===== src/rtl/five_tuple_flow_counter_assert.svh =====
// Assertion macros used by the flow counter datapath.
`ifndef FIVE_TUPLE_FLOW_COUNTER_ASSERT_SVH
`define FIVE_TUPLE_FLOW_COUNTER_ASSERT_SVH
`ifndef ASSERT_OFF
`define FTFC_ASSERT(lbl, prop) \
  lbl: assert property (@(posedge clk) disable iff (!rst_n) prop) \
    else $error("flow counter assertion failed");
`define FTFC_ASSERT_NEXT(lbl, ante, cons) \
  lbl: assert property (@(posedge clk) disable iff (!rst_n) (ante) |=> (cons)) \
    else $error("flow counter assertion failed");
`else
`define FTFC_ASSERT(lbl, prop)
`define FTFC_ASSERT_NEXT(lbl, ante, cons)
`endif
`endif


===== src/rtl/ftfc_pkg.sv =====
// Types and constants of the five-tuple flow counter.
package ftfc_pkg;
  localparam int KEY_BITS = 104;
  localparam int OUT_LEN_BITS = 16;
  localparam logic [15:0] IPV4_TYPE = 16'h0800;
  localparam logic [7:0] PROTO_TCP = 8'd6;
  localparam logic [7:0] PROTO_UDP = 8'd17;

  typedef enum logic [1:0] {
    ST_EXISTING = 2'd0,
    ST_NEW = 2'd1,
    ST_REJECT = 2'd2,
    ST_FULL = 2'd3
  } status_t;

  typedef struct packed {
    logic parse_en;
    logic reject;
    logic latch;
    logic rd_key;
    logic inc_idx;
    logic rd_cnt;
    logic wr_new;
    logic wr_upd;
    logic out_full;
  } cmd_t;

  typedef struct packed {
    logic frame_ok;
    logic table_empty;
    logic table_full;
    logic idx_last;
    logic key_match;
    logic out_busy;
  } stat_t;
endpackage


===== src/rtl/ftfc_ctrl.sv =====
// Controller state machine of the flow counter.
module ftfc_ctrl (
  input  logic           clk,
  input  logic           rst_n,
  input  logic           in_valid,
  input  logic           in_last_byte,
  output logic           in_stall,
  input  ftfc_pkg::stat_t stat,
  output ftfc_pkg::cmd_t  cmd
);
  import ftfc_pkg::*;

  typedef enum logic [5:0] {
    S_IDLE = 6'b000001,
    S_EVAL = 6'b000010,
    S_RD   = 6'b000100,
    S_CMP  = 6'b001000,
    S_MISS = 6'b010000,
    S_UPD  = 6'b100000
  } state_t;

  state_t state_r, state_nxt;
  logic accept;

  assign in_stall = (state_r != S_IDLE) || (stat.out_busy && in_last_byte);
  assign accept = in_valid && !in_stall;

  always_comb begin
    state_nxt = state_r;
    cmd = '0;
    case (state_r)
      S_IDLE: begin
        cmd.parse_en = accept;
        if (accept && in_last_byte) state_nxt = S_EVAL;
      end
      S_EVAL: begin
        if (!stat.frame_ok) begin
          cmd.reject = 1'b1;
          state_nxt = S_IDLE;
        end else begin
          cmd.latch = 1'b1;
          state_nxt = stat.table_empty ? S_MISS : S_RD;
        end
      end
      S_RD: begin
        cmd.rd_key = 1'b1;
        state_nxt = S_CMP;
      end
      S_CMP: begin
        if (stat.key_match) begin
          cmd.rd_cnt = 1'b1;
          state_nxt = S_UPD;
        end else if (stat.idx_last) begin
          state_nxt = S_MISS;
        end else begin
          cmd.inc_idx = 1'b1;
          state_nxt = S_RD;
        end
      end
      S_MISS: begin
        if (stat.table_full) cmd.out_full = 1'b1;
        else cmd.wr_new = 1'b1;
        state_nxt = S_IDLE;
      end
      S_UPD: begin
        cmd.wr_upd = 1'b1;
        state_nxt = S_IDLE;
      end
      default: state_nxt = S_IDLE;
    endcase
  end

  always_ff @(posedge clk) begin
    if (!rst_n) state_r <= S_IDLE;
    else state_r <= state_nxt;
  end
endmodule


===== config.mk =====
export PLATFORM = sky130hd
export DESIGN_NAME = ftfc_ctrl
export DESIGN_NICKNAME = d
export VERILOG_FILES = /design/src/rtl/five_tuple_flow_counter_assert.svh /design/src/rtl/ftfc_pkg.sv /design/src/rtl/ftfc_ctrl.sv
export SDC_FILE = /design/constraint.sdc
export NUM_CORES = 1
export LEC_CHECK = 0
export ABC_AREA = 1
export BUFFER_PORTS_ARGS = -buffer_cell sky130_fd_sc_hd__buf_4
export CAP_MARGIN = 0
export CORE_MARGIN = 8
export CORE_UTILIZATION = 30
export CTS_CLUSTER_DIAMETER = 30
export DETAILED_ROUTE_END_ITERATION = 6
export GPL_TIMING_DRIVEN = 0
export REMOVE_ABC_BUFFERS = 1
export SYNTH_ARGS = -nofsm -noshare
export SYNTH_HDL_FRONTEND = slang
export SYNTH_SLANG_ARGS = --single-unit

===== constraint.sdc =====
create_clock -name clk -period 1.67 [get_ports clk]
set_clock_uncertainty 0.15 [all_clocks]
set_input_delay 0.167 -clock clk [delete_from_list [all_inputs] [get_ports clk]]
set_output_delay 0.167 -clock clk [all_outputs]
set_load 0.02 [all_outputs]

==> summary.md <==
| Metric | Value |
|---|---|
| Met2 global-route usage | 10.1% |
| Leak pwr | approximately 0.36 nW |
| R2r setup slk | 0.48 ns |
| Max reg flops | 6 |
| Req. time, crit path | roughly 1.4 ns |
| Via density per instance | between 4 and 5 |
| Layout cell share with drive strength beyond 1 | 44.8% |
| Count leader, synth | inv_1 |
| DRT iter0 DRCs | 7 |
| Status | completed |
| Die area | just over 3000 sq um |
| Core Rows | 14 |
| Routed WL | between 1000 and 1500 microns |
| CORE AREA | between 1000 and 1500 sq um |
| Dominant cells by area after synthesis | dfxtp_1 26%, inv_1 14%, nor2_1 9.7%, nor2_4 9.7%, nand2_1 8.1% |
| Drt drc | 0 |
| H-Tree Depth | 1 |
| Global-route wire length before repair | approximately 1800 microns |
| Grt total ovfl | 0 |
| Cells after DPL | 109 |
| Reg2Reg Launch Point | state_r[0] |
| Mapped Area | 464 sq um |
| FF+latch area | 123 sq um |
| Post-synthesis async set-or-reset flop share | 0% |
| Drt pass-1 iters | 3 |
| Critical Path Sink Type | primary output |
| Clk root buf | clkbuf_4 |
| Crit path max fanout | 4 |
| Inserted Diodes | 0 |
| Cell count after synthesis | 74 |
| Final RePlAce weighted congestion | 0.757 |
| Slew @ Worst Pin | around 0.22 ns |
| Pre-CTS setup slack | 0.295 ns |
| Non-filler cells in the finished layout | 112 |
| RSZ-0062 raised after global routing | true |
| Clock buffer depth | 2 |
| Register bit count reported by yosys | 6 |
| Hold Path Sink | state_r[0] |
| Top cells by count, synth | 17 x inv_1, 12 x nor2_1, 10 x nand2_1, 6 x dfxtp_1 |
| Final hold violations | 0 |
| Peak supply drop | around 210 uV |
| Final setup margin | 0.0777 ns |
| CP Class | flop to primary output |
| Largest net degree at the start of global routing | 5 |
| Clk slew on worst S/H paths | about 0.04 ns |
| Starting Density | between 30% and 40% |
| Hold Crit Start | rst_n |
| Avg WL per Cell | between 9 and 10 microns |
| Tot Pwr | around 0.35 mW |
| Final period utilization | 95.3% |
| Fmax | 0.628 GHz |
| Antenna Violating Nets Remaining | 0 |
| Synthesis Warnings | 0 |
| Syn avg cell area | about 6.3 sq um |
| Fin crit period | 1.59 ns |
| Number of nets in the layout | around 110 |
| Sequential fraction of the synthesis area | between 20% and 30% |
| Worst Reg-to-Reg Cells | 6 |
| Clk sinks | 6 |
| # fillers | between 150 and 200 |
| Max-slew headroom at the worst pin | 85.3% |
| Hold slack | around 0.016 ns |
| Hold Buf Count CTS | 0 |
| P&R area growth vs syn | 42.6% |
| All-Layer GR Usage | approximately 7% |
| Clk_lat worst skew | between 0.2 and 0.25 ns |
| Worst endpoint data arrival time | 1.28 ns |
| Number of max-cap violations | 0 |
| Synth cell types | 19 |
| DR vias | about 480 |
| Reg-to-Reg End | state_r[0] |
| Synth top area share | between 20% and 30% |
| Clock buffer count from CTS | 3 |
| Synth area leader | dfxtp_1 |
| Die width | 55.3 microns |
| Number of flops mapped to enable cells by yosys | 0 |
| GRT met1 Usage | ~7.6% |
| DPL Wire Length | around 900 microns |
| Power per cell area | 530 nW/um^2 |
| CP Launch Type | flop |
| Multi-input logic area | roughly 270 sq um |
| Die H | 55.3 microns |
| I/O pin cnt | 20 |
| Final setup viols | 0 |
| GR peak layer | met2 |
| Vias in the first global route | between 400 and 500 |
| Worst hold path type | input pin to flop |
| Regs by FF count | state_r x6 |
| Hold Path Stages | 2 |
| CTS tree | done |
| IO buf count | 19 |
| Initial antenna violation count | 0 |
| Most used DFF post-synth | dfxtp_1 |
| Fin. max-slew vios | 0 |
| M3 GR Usage | 2.05% |
| Most flop-heavy register | state_r |
## metrics by stage
step	util (%)	setup TNS [ns]	instance area (sq um)
after global placement	42.6	0	627
final	45.0	0	662
after CTS	44.1	0	649
after floorplan	-	0	464
after detailed placement	42.6	0	627
after global routing	45.0	-0.0364	662
## layer usage
metal	up-vias	share of wire [%]
met5	-	0
met4	0	2.0
met3	2	3.4
met2	9	50
met1	201	44
li1	264	-
## where the power goes
group	leakage [nW]	switching, mW	internal (mW)	total (mW)
clock network	0.0138	0.0454	0.0808	0.126
logic	0.301	0.0411	0.0343	0.0754
registers	0.0487	0.00264	0.147	0.150
total	0.364	0.0891	0.262	0.351
## critical path, stage by stage, from the launching register on
cell and delay (ns):
dfxtp_2 0.35, inv_1 0.04, nor2_1 0.11, inv_1 0.09, nor2_4 0.14, o21ai_2 0.08
nor2_1 0.08, buf_4 0.14
## worst max path at each step
stage	start	endpoint	slack [ns]	depth (start not counted)
after CTS	state_r[2]	cmd[8]	0.03	6
final	state_r[0]	cmd[8]	0.08	7
after floorplan	state_r[0]	cmd[8]	0.24	6
after detailed placement	state_r[2]	cmd[8]	0.29	6
after global routing	state_r[0]	cmd[8]	-0.04	7
after global placement	state_r[2]	cmd[8]	0.29	6
## cell families after synthesis
family                 count (synthesis)  share of synthesized area [%]
AOI/OAI and AO/OA                      5                           6.74
buffers and inverters                 22                           17.8
DFF                                    6                           25.9
and+or+nand+nor                       41                           49.6
## cells in the final DEF (no fill, tap or decap), types with 2 or more instances in the layout
cell type and count:
dfxtp_2 2, clkbuf_4 3, nor2_1 12, inv_1 17, nand2_1 10, inv_2 5
nor2_4 5, nor2_2 4, nand3_1 2, buf_4 19, dfxtp_1 4, nand4_1 3
nand2_4 2
## timing repair
action / in CTS / in global routing
setup buffers: 0 / 0
setup endpoints to repair: 0 / 2
gates resized for setup: 0 / 4
## final cells by class
class                           count  area share (%)
Sequential cell                     6            18.5
Clock buffer                        3            3.40
Tap cell                           16            3.02
Timing Repair Buffer               19            21.6
Inverter                           22            12.5
Multi-Input combinational cell     46            41.0
(Power assumes the default switching activity.)
